File: src/hw/rtl/scaf_pkg.sv
// ----------------------------------------------------------------------------
// Scancode translator package
// Shared constants, result type and US set-1 keymap lookups.
// ----------------------------------------------------------------------------
package scaf_pkg;

   localparam int RING_DEPTH = 64;
   localparam int IDX_W      = (RING_DEPTH > 1) ? $clog2(RING_DEPTH) : 1;

   localparam logic [7:0] KEY_LSHIFT_MAKE  = 8'h2A;
   localparam logic [7:0] KEY_RSHIFT_MAKE  = 8'h36;
   localparam logic [7:0] KEY_LSHIFT_BREAK = 8'hAA;
   localparam logic [7:0] KEY_RSHIFT_BREAK = 8'hB6;
   localparam logic [7:0] KEY_CAPS_MAKE    = 8'h3A;
   localparam logic [7:0] KEY_TABLE_SIZE   = 8'h3A;
   localparam logic [6:0] ASCII_ESC        = 7'h1B;

   localparam logic FUNC_KEY  = 1'b0;
   localparam logic FUNC_READ = 1'b1;

   // Result flags carried from the work stage to the output register.
   typedef struct packed {
      logic read_valid;
      logic not_empty;
      logic dropped;
   } rsp_flags_type;

   // Unshifted US layout.
   function automatic logic [6:0] plain_char(input logic [5:0] code);
      logic [6:0] ch;
      case (code)
         6'h01: ch = ASCII_ESC;
         6'h02: ch = 7'h31;  6'h03: ch = 7'h32;  6'h04: ch = 7'h33;  6'h05: ch = 7'h34;
         6'h06: ch = 7'h35;  6'h07: ch = 7'h36;  6'h08: ch = 7'h37;  6'h09: ch = 7'h38;
         6'h0A: ch = 7'h39;  6'h0B: ch = 7'h30;  6'h0C: ch = 7'h2D;  6'h0D: ch = 7'h3D;
         6'h0E: ch = 7'h08;  6'h0F: ch = 7'h09;
         6'h10: ch = 7'h71;  6'h11: ch = 7'h77;  6'h12: ch = 7'h65;  6'h13: ch = 7'h72;
         6'h14: ch = 7'h74;  6'h15: ch = 7'h79;  6'h16: ch = 7'h75;  6'h17: ch = 7'h69;
         6'h18: ch = 7'h6F;  6'h19: ch = 7'h70;  6'h1A: ch = 7'h5B;  6'h1B: ch = 7'h5D;
         6'h1C: ch = 7'h0A;  6'h1E: ch = 7'h61;  6'h1F: ch = 7'h73;
         6'h20: ch = 7'h64;  6'h21: ch = 7'h66;  6'h22: ch = 7'h67;  6'h23: ch = 7'h68;
         6'h24: ch = 7'h6A;  6'h25: ch = 7'h6B;  6'h26: ch = 7'h6C;  6'h27: ch = 7'h3B;
         6'h28: ch = 7'h27;  6'h29: ch = 7'h60;  6'h2B: ch = 7'h5C;  6'h2C: ch = 7'h7A;
         6'h2D: ch = 7'h78;  6'h2E: ch = 7'h63;  6'h2F: ch = 7'h76;
         6'h30: ch = 7'h62;  6'h31: ch = 7'h6E;  6'h32: ch = 7'h6D;  6'h33: ch = 7'h2C;
         6'h34: ch = 7'h2E;  6'h35: ch = 7'h2F;  6'h37: ch = 7'h2A;  6'h39: ch = 7'h20;
         default: ch = 7'h00;
      endcase
      return ch;
   endfunction

   // Shifted US layout.
   function automatic logic [6:0] shifted_char(input logic [5:0] code);
      logic [6:0] ch;
      case (code)
         6'h01: ch = ASCII_ESC;
         6'h02: ch = 7'h21;  6'h03: ch = 7'h40;  6'h04: ch = 7'h23;  6'h05: ch = 7'h24;
         6'h06: ch = 7'h25;  6'h07: ch = 7'h5E;  6'h08: ch = 7'h26;  6'h09: ch = 7'h2A;
         6'h0A: ch = 7'h28;  6'h0B: ch = 7'h29;  6'h0C: ch = 7'h5F;  6'h0D: ch = 7'h2B;
         6'h0E: ch = 7'h08;  6'h0F: ch = 7'h09;
         6'h10: ch = 7'h51;  6'h11: ch = 7'h57;  6'h12: ch = 7'h45;  6'h13: ch = 7'h52;
         6'h14: ch = 7'h54;  6'h15: ch = 7'h59;  6'h16: ch = 7'h55;  6'h17: ch = 7'h49;
         6'h18: ch = 7'h4F;  6'h19: ch = 7'h50;  6'h1A: ch = 7'h7B;  6'h1B: ch = 7'h7D;
         6'h1C: ch = 7'h0A;  6'h1E: ch = 7'h41;  6'h1F: ch = 7'h53;
         6'h20: ch = 7'h44;  6'h21: ch = 7'h46;  6'h22: ch = 7'h47;  6'h23: ch = 7'h48;
         6'h24: ch = 7'h4A;  6'h25: ch = 7'h4B;  6'h26: ch = 7'h4C;  6'h27: ch = 7'h3A;
         6'h28: ch = 7'h22;  6'h29: ch = 7'h7E;  6'h2B: ch = 7'h7C;  6'h2C: ch = 7'h5A;
         6'h2D: ch = 7'h58;  6'h2E: ch = 7'h43;  6'h2F: ch = 7'h56;
         6'h30: ch = 7'h42;  6'h31: ch = 7'h4E;  6'h32: ch = 7'h4D;  6'h33: ch = 7'h3C;
         6'h34: ch = 7'h3E;  6'h35: ch = 7'h3F;  6'h37: ch = 7'h2A;  6'h39: ch = 7'h20;
         default: ch = 7'h00;
      endcase
      return ch;
   endfunction

   // Next ring position with wrap at the ring depth.
   function automatic logic [IDX_W-1:0] ring_next(input logic [IDX_W-1:0] pos);
      logic [IDX_W-1:0] nxt;
      if (pos == IDX_W'(RING_DEPTH - 1)) begin
         nxt = '0;
      end else begin
         nxt = pos + IDX_W'(1);
      end
      return nxt;
   endfunction

endpackage

File: src/hw/rtl/scancode_to_ascii_fifo.sv
// ----------------------------------------------------------------------------
// Scancode to ASCII character ring
// Translates set-1 scancodes to ASCII into a ring and serves read requests.
// ----------------------------------------------------------------------------
// A result transaction passes the request register and then the result register before it is offered.
// Throughput: one request transaction per cycle, limited only by rsp_tready.
// The single-port character ring (one write or one registered read per cycle) sets that rate.
// Reset (synchronous, active high) empties the ring and clears shift and caps lock.
// Ring contents are not cleared; only entries already written are ever read.
module scancode_to_ascii_fifo
   import scaf_pkg::*;
(
   input  logic        clock,
   input  logic        reset,
   // Request channel.
   input  logic        req_tvalid,
   output logic        req_tready,
   input  logic [7:0]  req_tdata,   // [7:0] scancode
   input  logic        req_tuser,   // [0] func: 0 = scancode byte, 1 = read one character
   // Result channel.
   output logic        rsp_tvalid,
   input  logic        rsp_tready,
   output logic [15:0] rsp_tdata    // [0] read_valid, [7:1] read_char, [8] not_empty,
                                    // [9] dropped, [15:10] zero
);

   // The request register holds one accepted transaction. The work stage
   // translates it, updates the modifier flags and ring indexes, and writes or
   // reads the ring. The result register then holds the finished transaction.
   // The pipeline moves whenever the result register is empty or being taken.

   logic                  req_valid_ff, req_valid_in;
   logic                  req_func_ff;
   logic [7:0]            req_code_ff;

   logic                  rsp_valid_ff, rsp_valid_in;
   rsp_flags_type         rsp_flags_ff, rsp_flags_in;

   logic [IDX_W-1:0]      wr_idx_ff, wr_idx_in;
   logic [IDX_W-1:0]      rd_idx_ff, rd_idx_in;
   logic                  shift_held_ff, shift_held_in;
   logic                  caps_latched_ff, caps_latched_in;

   logic [6:0]            char_store_ff [RING_DEPTH];
   logic [6:0]            rd_data_ff;

   logic                  advance;
   logic                  work;
   logic                  key_step;
   logic [6:0]            table_char;
   logic [6:0]            key_char;
   logic                  is_letter;
   logic                  push_req;
   logic                  ring_full;
   logic                  push;
   logic                  pop;
   logic [IDX_W-1:0]      wr_next;

   // The pipeline advances when the output slot is free or is being emptied.
   assign advance    = !rsp_valid_ff || rsp_tready;
   assign req_tready = !req_valid_ff || advance;
   assign work       = req_valid_ff && advance;
   assign key_step   = (req_func_ff == FUNC_KEY);

   // Table lookup. Break codes and codes beyond the table give no character;
   // shift make codes hit empty table slots and give none either.
   always_comb begin
      if (req_code_ff[7] || (req_code_ff >= KEY_TABLE_SIZE)) begin
         table_char = 7'h00;
      end else if (shift_held_ff) begin
         table_char = shifted_char(req_code_ff[5:0]);
      end else begin
         table_char = plain_char(req_code_ff[5:0]);
      end
   end

   // Caps lock flips the case of letters only.
   assign is_letter = ((table_char >= 7'h61) && (table_char <= 7'h7A)) ||
                      ((table_char >= 7'h41) && (table_char <= 7'h5A));
   assign key_char  = (caps_latched_ff && is_letter) ? (table_char ^ 7'h20) : table_char;

   // The ring keeps one slot free, so it is full when the write index would
   // catch up with the read index.
   assign wr_next   = ring_next(wr_idx_ff);
   assign ring_full = (wr_next == rd_idx_ff);
   assign push_req  = key_step && (key_char != 7'h00);
   assign push      = push_req && !ring_full;
   assign pop       = !key_step && (wr_idx_ff != rd_idx_ff);

   // Modifier and index updates.
   always_comb begin
      shift_held_in   = shift_held_ff;
      caps_latched_in = caps_latched_ff;
      wr_idx_in       = wr_idx_ff;
      rd_idx_in       = rd_idx_ff;
      if (work) begin
         if (key_step) begin
            if ((req_code_ff == KEY_LSHIFT_MAKE) || (req_code_ff == KEY_RSHIFT_MAKE)) begin
               shift_held_in = 1'b1;
            end else if ((req_code_ff == KEY_LSHIFT_BREAK) ||
                         (req_code_ff == KEY_RSHIFT_BREAK)) begin
               shift_held_in = 1'b0;
            end else if (req_code_ff == KEY_CAPS_MAKE) begin
               caps_latched_in = !caps_latched_ff;
            end
         end
         if (push) begin
            wr_idx_in = wr_next;
         end
         if (pop) begin
            rd_idx_in = ring_next(rd_idx_ff);
         end
      end
   end

   // Pipeline valid flags and the result flags.
   always_comb begin
      req_valid_in = req_valid_ff;
      if (req_tready) begin
         req_valid_in = req_tvalid;
      end
      rsp_valid_in = rsp_valid_ff;
      if (advance) begin
         rsp_valid_in = req_valid_ff;
      end
      rsp_flags_in.read_valid = pop;
      rsp_flags_in.not_empty  = (wr_idx_in != rd_idx_in);
      rsp_flags_in.dropped    = push_req && ring_full;
   end

   always_ff @(posedge clock) begin
      if (reset) begin
         req_valid_ff    <= 1'b0;
         rsp_valid_ff    <= 1'b0;
         wr_idx_ff       <= '0;
         rd_idx_ff       <= '0;
         shift_held_ff   <= 1'b0;
         caps_latched_ff <= 1'b0;
      end else begin
         req_valid_ff    <= req_valid_in;
         rsp_valid_ff    <= rsp_valid_in;
         wr_idx_ff       <= wr_idx_in;
         rd_idx_ff       <= rd_idx_in;
         shift_held_ff   <= shift_held_in;
         caps_latched_ff <= caps_latched_in;
      end
   end

   // Payload registers.
   always_ff @(posedge clock) begin
      if (req_tready) begin
         req_func_ff <= req_tuser;
         req_code_ff <= req_tdata;
      end
      if (work) begin
         rsp_flags_ff <= rsp_flags_in;
      end
   end

   // Character ring: one write or one registered read per cycle. A read only
   // ever targets an entry written in an earlier cycle.
   always_ff @(posedge clock) begin
      if (work && push) begin
         char_store_ff[wr_idx_ff] <= key_char;
      end
      if (work && pop) begin
         rd_data_ff <= char_store_ff[rd_idx_ff];
      end
   end

   // The character field reads as zero unless this transaction popped one.
   assign rsp_tvalid = rsp_valid_ff;
   assign rsp_tdata  = {6'b0,
                        rsp_flags_ff.dropped,
                        rsp_flags_ff.not_empty,
                        rsp_flags_ff.read_valid ? rd_data_ff : 7'h00,
                        rsp_flags_ff.read_valid};

`ifndef SYNTHESIS
   // A transaction either pops or pushes, never reports both a read and a drop.
   a_pop_not_dropped : assert property (@(posedge clock) disable iff (reset)
      (rsp_valid_ff && rsp_flags_ff.read_valid) |-> !rsp_flags_ff.dropped)
      else $error("read result also flagged a dropped character");

   // A character is only dropped when the ring is full, so it cannot be empty.
   a_drop_not_empty : assert property (@(posedge clock) disable iff (reset)
      (rsp_valid_ff && rsp_flags_ff.dropped) |-> rsp_flags_ff.not_empty)
      else $error("dropped character reported with an empty ring");

   // A shift make code leaves shift held.
   a_shift_make : assert property (@(posedge clock) disable iff (reset)
      (work && key_step &&
       ((req_code_ff == KEY_LSHIFT_MAKE) || (req_code_ff == KEY_RSHIFT_MAKE)))
      |=> shift_held_ff)
      else $error("shift make code did not set shift");

   // Ring indexes move only while a transaction is processed.
   a_idx_hold : assert property (@(posedge clock) disable iff (reset)
      !work |=> ($stable(wr_idx_ff) && $stable(rd_idx_ff)))
      else $error("ring index changed without a transaction");
`endif

endmodule
File: config.mk
export PLATFORM = sky130hd
export DESIGN_NAME = scancode_to_ascii_fifo
export DESIGN_NICKNAME = d
export VERILOG_FILES = /design/src/hw/rtl/scaf_pkg.sv /design/src/hw/rtl/scancode_to_ascii_fifo.sv
export SDC_FILE = /design/constraint.sdc
export NUM_CORES = 1
export LEC_CHECK = 0
export ABC_CLOCK_PERIOD_IN_PS = 7000
export BUFFER_PORTS_ARGS = -buffer_cell sky130_fd_sc_hd__buf_2
export CAP_MARGIN = 5
export CELL_PAD_IN_SITES_DETAIL_PLACEMENT = 0
export CELL_PAD_IN_SITES_GLOBAL_PLACEMENT = 1
export CORE_MARGIN = 2
export CORE_UTILIZATION = 45
export DETAILED_ROUTE_END_ITERATION = 10
export HOLD_SLACK_MARGIN = 0.02
export PLACE_DENSITY = 0.63
export SLEW_MARGIN = 20
export SYNTH_ARGS = -nofsm -noshare
export SYNTH_HDL_FRONTEND = slang
export SYNTH_SLANG_ARGS = --single-unit
File: constraint.sdc
create_clock -name clock -period 7 [get_ports clock]
set_input_delay 0 -clock clock [delete_from_list [all_inputs] [get_ports clock]]
set_output_delay 0 -clock clock [all_outputs]
set_load 0.02 [all_outputs]
Word-level counts from Yosys, hierarchy flattened
Memory sizes are Yosys's and may differ from the RTL's. A register that Yosys moved wholly into a read port is not among the register bits.
Index checks and enable logic that the tools add are counted.

word-level totals
  logic and storage cells = 75
  register bits after elaboration = 28
  output and inout port bits = 18
  bits in writable memories = 448
  ROM bits = 896
  memories kept = 3
  input bits = 13

memories
  memory            words  width  read ports  clocked after memory_dff  wr ports  line                          source
  (name not given)  64     7      1           1                         0         scaf_pkg.sv:55                case (code)
  (name not given)  64     7      1           1                         0         scaf_pkg.sv:31                case (code)
  char_store_ff     64     7      1           1                         1         scancode_to_ascii_fifo.sv:44  logic [6:0] char_store_ff [RING_DEPTH];

operators by class
  mux-type cells = 16
  order comparisons = 5
  add/subtract/negate cells = 2
  bitwise operators = 4
  reductions and logical operators = 24
  eq/ne operators = 10

operator list
  cell                                                 count
  two-way mux 6 bit                                    9
  == test 8 x 6 -> 1 bit, second input constant        3
  two-way mux 7 bit                                    3
  == test 8 bit, second input constant                 2
  >= comparator 7 bit, second input constant           2
  <= comparator 7 bit, second input constant           2
  adder 6 x 1 -> 6 bit, second input constant          2
  == test 6 bit, second input constant                 2
  inequality test 6 bit                                2
  logical AND 1 bit                                    10
  >= comparator 8 x 6 -> 1 bit, second input constant  1
  nonzero test 7 bit                                   1
  == test 6 bit                                        1
  logical OR 1 bit                                     6
  AND reduction 5 bit                                  1
  logical NOT 1 bit                                    4
  two-way mux 1 bit                                    4
  NOT 1 bit                                            4
  AND reduction 3 bit                                  1
  nonzero test 2 bit                                   1

Longest topological paths before layout
  word-level depth = 14
  mapped depth = 11
  mapped depth without buffers = 9

Least setup slack after synthesis
Ideal clock, no wire load.

  path type = reg2reg
  from = register shift_held_ff
  to = memory char_store_ff[0][5], data pin
  required time = 6.501 ns
  buffers on the path = 1
  setup slack = 3.621 ns
  setup time = 0.499 ns
  data arrival time = 2.880 ns
  clock period less this slack = 3.379 ns
  stages on the path, launching flop included = 7
  cell sequence = dfxtp_1 buf_1 nand3b_1 o22ai_1 nor4b_1 xor2_1 nor2_1

on the way
  word-level cells in the longest chain between the ends = 7
  elaborated cells on any way between the ends = 12
  classes of those cells = order compare: 4; mux: 3; bitwise: 1; reduce/logical: 4

RTL lines
  item                                               line                                                        source
  start: declaration                                 scancode_to_ascii_fifo.sv:41                                logic shift_held_ff, shift_held_in;
  start signal: assignment                           scancode_to_ascii_fifo.sv:144                               shift_held_ff <= shift_held_in;
  two-way mux 7 bit *                                scancode_to_ascii_fifo.sv:70                                end else if (shift_held_ff) begin
  two-way mux 7 bit *                                scancode_to_ascii_fifo.sv:68                                if (req_code_ff[7] || (req_code_ff >= KEY_TABLE_SIZE)) begin
  >= comparator 7 bit, or another cell as far along  scancode_to_ascii_fifo.sv:78                                assign is_letter = ((table_char >= 7'h61) && (table_char <= 7'h7A)) ||
  logical AND 1 bit (on tied branches)               scancode_to_ascii_fifo.sv:78, scancode_to_ascii_fifo.sv:79
  logical OR 1 bit                                   scancode_to_ascii_fifo.sv:78
  logical AND 1 bit                                  scancode_to_ascii_fifo.sv:80                                assign key_char = (caps_latched_ff && is_letter) ? (table_char ^ 7'h20) : table_char;
  two-way mux 6 bit *                                scancode_to_ascii_fifo.sv:80
  named net key_char[5]                              scancode_to_ascii_fifo.sv:51                                logic [6:0] key_char;
  end: declaration                                   scancode_to_ascii_fifo.sv:44

The timed path passes the listed nets; every way through them passes the cells marked *.

Final worst setup path
  from = register req_code_ff[2]
  to = memory char_store_ff[6][1], enable pin

on the way
  word-level cells in the longest chain between the ends = 14
  elaborated cells on any way between the ends = 19
  classes of those cells = order compare: 5; mux: 4; bitwise: 1; reduce/logical: 9

RTL lines
  item                                               line                                                        source
  start: declaration                                 scancode_to_ascii_fifo.sv:34                                logic [7:0] req_code_ff;
  start signal: assignment                           scancode_to_ascii_fifo.sv:153                               req_code_ff <= req_tdata;
  >= comparator 8 x 6 -> 1 bit *                     scancode_to_ascii_fifo.sv:68
  logical OR 1 bit *                                 scancode_to_ascii_fifo.sv:68
  two-way mux 7 bit *                                scancode_to_ascii_fifo.sv:68
  >= comparator 7 bit, or another cell as far along  scancode_to_ascii_fifo.sv:78
  logical AND 1 bit (on tied branches)               scancode_to_ascii_fifo.sv:78, scancode_to_ascii_fifo.sv:79
  logical OR 1 bit                                   scancode_to_ascii_fifo.sv:78
  logical AND 1 bit                                  scancode_to_ascii_fifo.sv:80
  two-way mux 6 bit                                  scancode_to_ascii_fifo.sv:80
  nonzero test 7 bit *                               scancode_to_ascii_fifo.sv:86                                assign push_req = key_step && (key_char != 7'h00);
  logical AND 1 bit *                                scancode_to_ascii_fifo.sv:86
  logical AND 1 bit *                                scancode_to_ascii_fifo.sv:87                                assign push = push_req && !ring_full;
  logical AND 1 bit *                                scancode_to_ascii_fifo.sv:163                               if (work && push) begin
  two-way mux 1 bit *                                scancode_to_ascii_fifo.sv:163
  two-way mux 1 bit (implied by the code) *          scancode_to_ascii_fifo.sv:164                               char_store_ff[wr_idx_ff] <= key_char;

Every way passes the cells marked *; elsewhere a longest branch is shown, timed or not.

==> out/metrics.yaml <==
outcome: "finished, final reports clean"
grt_first_pass_wirelength_mm: 72.1
areaGrowthSynthToFinish_pct: 12.9
hold_buffers: 14
cap_violations: 0
synth_enable_flop_cells: 467
drt_iter0_markers: 940
most_repeated_cell_in_the_gate_level_netlist_after_synthesis: "sky130_fd_sc_hd__edfxtp_1"
die-width_microns: 219
asyncSetResetFlopFracSynth_pct: 0
leakage_nw: 6.95
route.vias.total: 10689
placement_rows: 78
vdd.ir_drop.worst_mv: 0.177
grt_pass1_vias: 11028
cells_along_the_critical_path: "o2111ai_1 -> nand2_1 -> a2111o_1 -> a41oi_1 -> buf_4 -> nand3_1 -> nor2_1"
layout.cell_area.non_filler_sq_um: 23500
core-area_sq_um: 45500
regToRegStartpoint: "req_code_ff[2]"
largest_net_degree_at_the_start_of_global_routing: 65
drt-vias-per-instance: 5.83
height_of_the_die_microns: 219
setup_violations: 0
final-instance-count-excl-fill: 1835
dr_wl_cell_microns: 25.9
nNetsFinal: 1219
worst_setup_path_startpoint: "req_code_ff[2]"
synth_largest_area_cell: "sky130_fd_sc_hd__edfxtp_1"
crit_path_top_delay_cell: "sky130_fd_sc_hd__nor2_1"
critPathKind: "reg2reg"
placed_cells: 1724
antenna_cells_inserted: 0
fp.dieArea_sq_um: 48000
synth_seq_area_share_pct: 70.2
number_of_max_slew_violations_in_the_final_report: 0
power.density_cell_area_nw_per_um2: 272
timing.clock.skew_ns: 0.0173
cts_post_setup_buffers_inserted: 0
remaining_global_route_overflow: 0
post_route_cells_drive_above_1_share_pct: 23.6
finalWorstPathRequiredPeriod_ns: 3.95
inserted_clock_buffers: 51
grt_setup_unrepaired: "false"
synth_seq_cells: 497
hold_viol_final: 0
crit_path_max_fanout: 13
netlist_top_cells_area: "sky130_fd_sc_hd__edfxtp_1 67%, sky130_fd_sc_hd__mux4_2 16%, sky130_fd_sc_hd__dfxtp_1 2.9%"
crit_path_end_kind: "flop"
ys_warn_count: 0
place_congestion: 0.797
residual_antenna_violating_net_count_after_detailed_routing: 0
drt_pass1_iterations: 8
timing.critical_path.required_ns: 7.22
tightestPinTransition_ns: 1.02
placed_area_sq_um: 21600
mean_area_per_synthesized_cell_sq_um: 18.1
synthesis.area_sq_um: 20800
min_path_type: "in2reg"
cts_resized: 0
timing.slew.headroom_pct: 32.0
finalWirelength_mm: 47.4
clk-insertion-delay-late_ns: 0.60
max-clock-path-buffers: 3
h_tree_levels: 2
synth_largest_type_area_fraction_pct: 67.4
timing.critical_path.arrival_ns: 4.17
global_route.usage.total_pct: 20.6
initial_utilization_pct: 45.8
initial_antenna_violation_count: 2
clk_root_buffer_cell: "sky130_fd_sc_hd__clkbuf_16"
slowest_delay_ns: 0.92
clk_transition_reported_paths_ns: 0.06
prevailing_post_synth_register_cell: "sky130_fd_sc_hd__edfxtp_1"
max_clock_freq_ghz: 0.253
io-pin-count: 31
place.detailed.hpwl_mm: 29.0
layout_worst_path_cycle_share_pct: 56.4
setup_tns_ns: 0
cts.sink_count: 497
ys_types: 60
io_buffer_count: 24
synth_commonest_cells: "467 x sky130_fd_sc_hd__edfxtp_1, 148 x sky130_fd_sc_hd__mux4_2, 121 x sky130_fd_sc_hd__nor2_1"
hold_path.startpoint: "req_tdata[6]"
route.detailed.drc: 0
tritoncts: "built"
syn_inst: 1152
cp-start-kind: "flop"
## worst max-delay path: cells and delay by family, from the launching register on
kind	cells	cell delay, ns
buffers and inverters	1	0.24
AND/OR/NAND/NOR	3	1.80
flip-flops	1	0.45
AO/OA/AOI/OAI	3	1.06
## layout by cell type (no fill, tap or decap), types with 5 or more instances in the layout
master and n:
sky130_fd_sc_hd__a31oi_1 5, sky130_fd_sc_hd__clkinv_2 8, sky130_fd_sc_hd__xor2_1 7, sky130_fd_sc_hd__a21oi_1 34
sky130_fd_sc_hd__mux2i_1 15, sky130_fd_sc_hd__nand3_1 23, sky130_fd_sc_hd__conb_1 6, sky130_fd_sc_hd__buf_4 17
sky130_fd_sc_hd__nand3b_1 6, sky130_fd_sc_hd__dlygate4sd3_1 14, sky130_fd_sc_hd__nand4_1 5, sky130_fd_sc_hd__a211oi_1 5
sky130_fd_sc_hd__dfxtp_1 27, sky130_fd_sc_hd__mux4_2 148, sky130_fd_sc_hd__edfxtp_1 467, sky130_fd_sc_hd__nor2_4 7
sky130_fd_sc_hd__o211ai_1 6, sky130_fd_sc_hd__mux2_2 6, sky130_fd_sc_hd__and2_1 10, sky130_fd_sc_hd__ha_1 14
sky130_fd_sc_hd__nor2b_1 6, sky130_fd_sc_hd__o21ai_1 15, sky130_fd_sc_hd__nor2_1 113, sky130_fd_sc_hd__inv_1 6
sky130_fd_sc_hd__clkbuf_16 51, sky130_fd_sc_hd__nand2b_1 5, sky130_fd_sc_hd__xnor2_1 11, sky130_fd_sc_hd__bufinv_16 10
sky130_fd_sc_hd__clkbuf_1 16, sky130_fd_sc_hd__nand2_1 47, sky130_fd_sc_hd__o21ai_0 14, sky130_fd_sc_hd__nor3_1 10
sky130_fd_sc_hd__buf_2 24, sky130_fd_sc_hd__clkinv_1 5
## layout make-up
class	count	area [sq um]
fillers	3733	22000
flip-flops and latches	497	14600
multi-input cells	576	5900
clock buffers	67	1340
well taps	600	751
clock inverters	29	434
repair buffers	56	415
inverters	10	37.5
## cell families (layout without fill, tap and decap cells)
group                    count (synthesis)  count (layout)  share of synthesized area (%)
multiplexers                           171             171                           17.2
flip-flops                             497             497                           70.2
adder cells (fa/ha/maj)                 14              14                          0.841
other                                    1               6                         0.0180
AND/OR/NAND/NOR                        246             246                           5.32
buffers and inverters                   84             162                           1.87
XOR/XNOR                                19              19                          0.835
AO/OA/AOI/OAI                          120             120                           3.73
## where the power goes
group          internal, mW  switching, mW
registers              3.27         0.0185
clock network          1.72           1.14
logic                0.0802          0.159
## layer usage
metal  routed length [microns]  vias up  global-route usage (%)
met5                         0        -                       0
met4                       767        0                    5.00
met3                      2670       55                    3.15
met2                     23300      311                    33.8
met1                     20700     5590                    29.2
li1                          -     4733                       -
## sequential cells by signal (all words and copies together) (netlist names), named ones only
name and flops:
rd_idx_ff 6, char_store_ff 448, rsp_tdata 3, req_valid_ff 1, req_code_ff 8, caps_latched_ff 1, rd_data_ff 7, shift_held_ff 1
req_func_ff 1, wr_idx_ff 6, rsp_tvalid 1
## metrics by stage
step                      hold slack [ns]  utilization (%)  power, mW  worst slack (ns)
final                               0.101             51.7       6.39              3.05
after global routing                0.118             51.7       6.59              2.61
after CTS                          0.0734             51.6       6.45              2.99
after detailed placement            0.178             47.4       3.58              2.98
after global placement              0.179             47.4       3.58              3.00
after floorplan                    0.0691                -       3.50              3.62
## final timing paths
path | endpoint | cells after the start | slack (ns)
worst max-delay path | char_store_ff[6][1] | 7 | 3.05
worst min-delay path | req_code_ff[6] | 2 | 0.10
worst max register to register | char_store_ff[6][1] | 7 | 3.05
worst min register to register | shift_held_ff | 1 | 0.50
(Power assumes the default switching activity.)
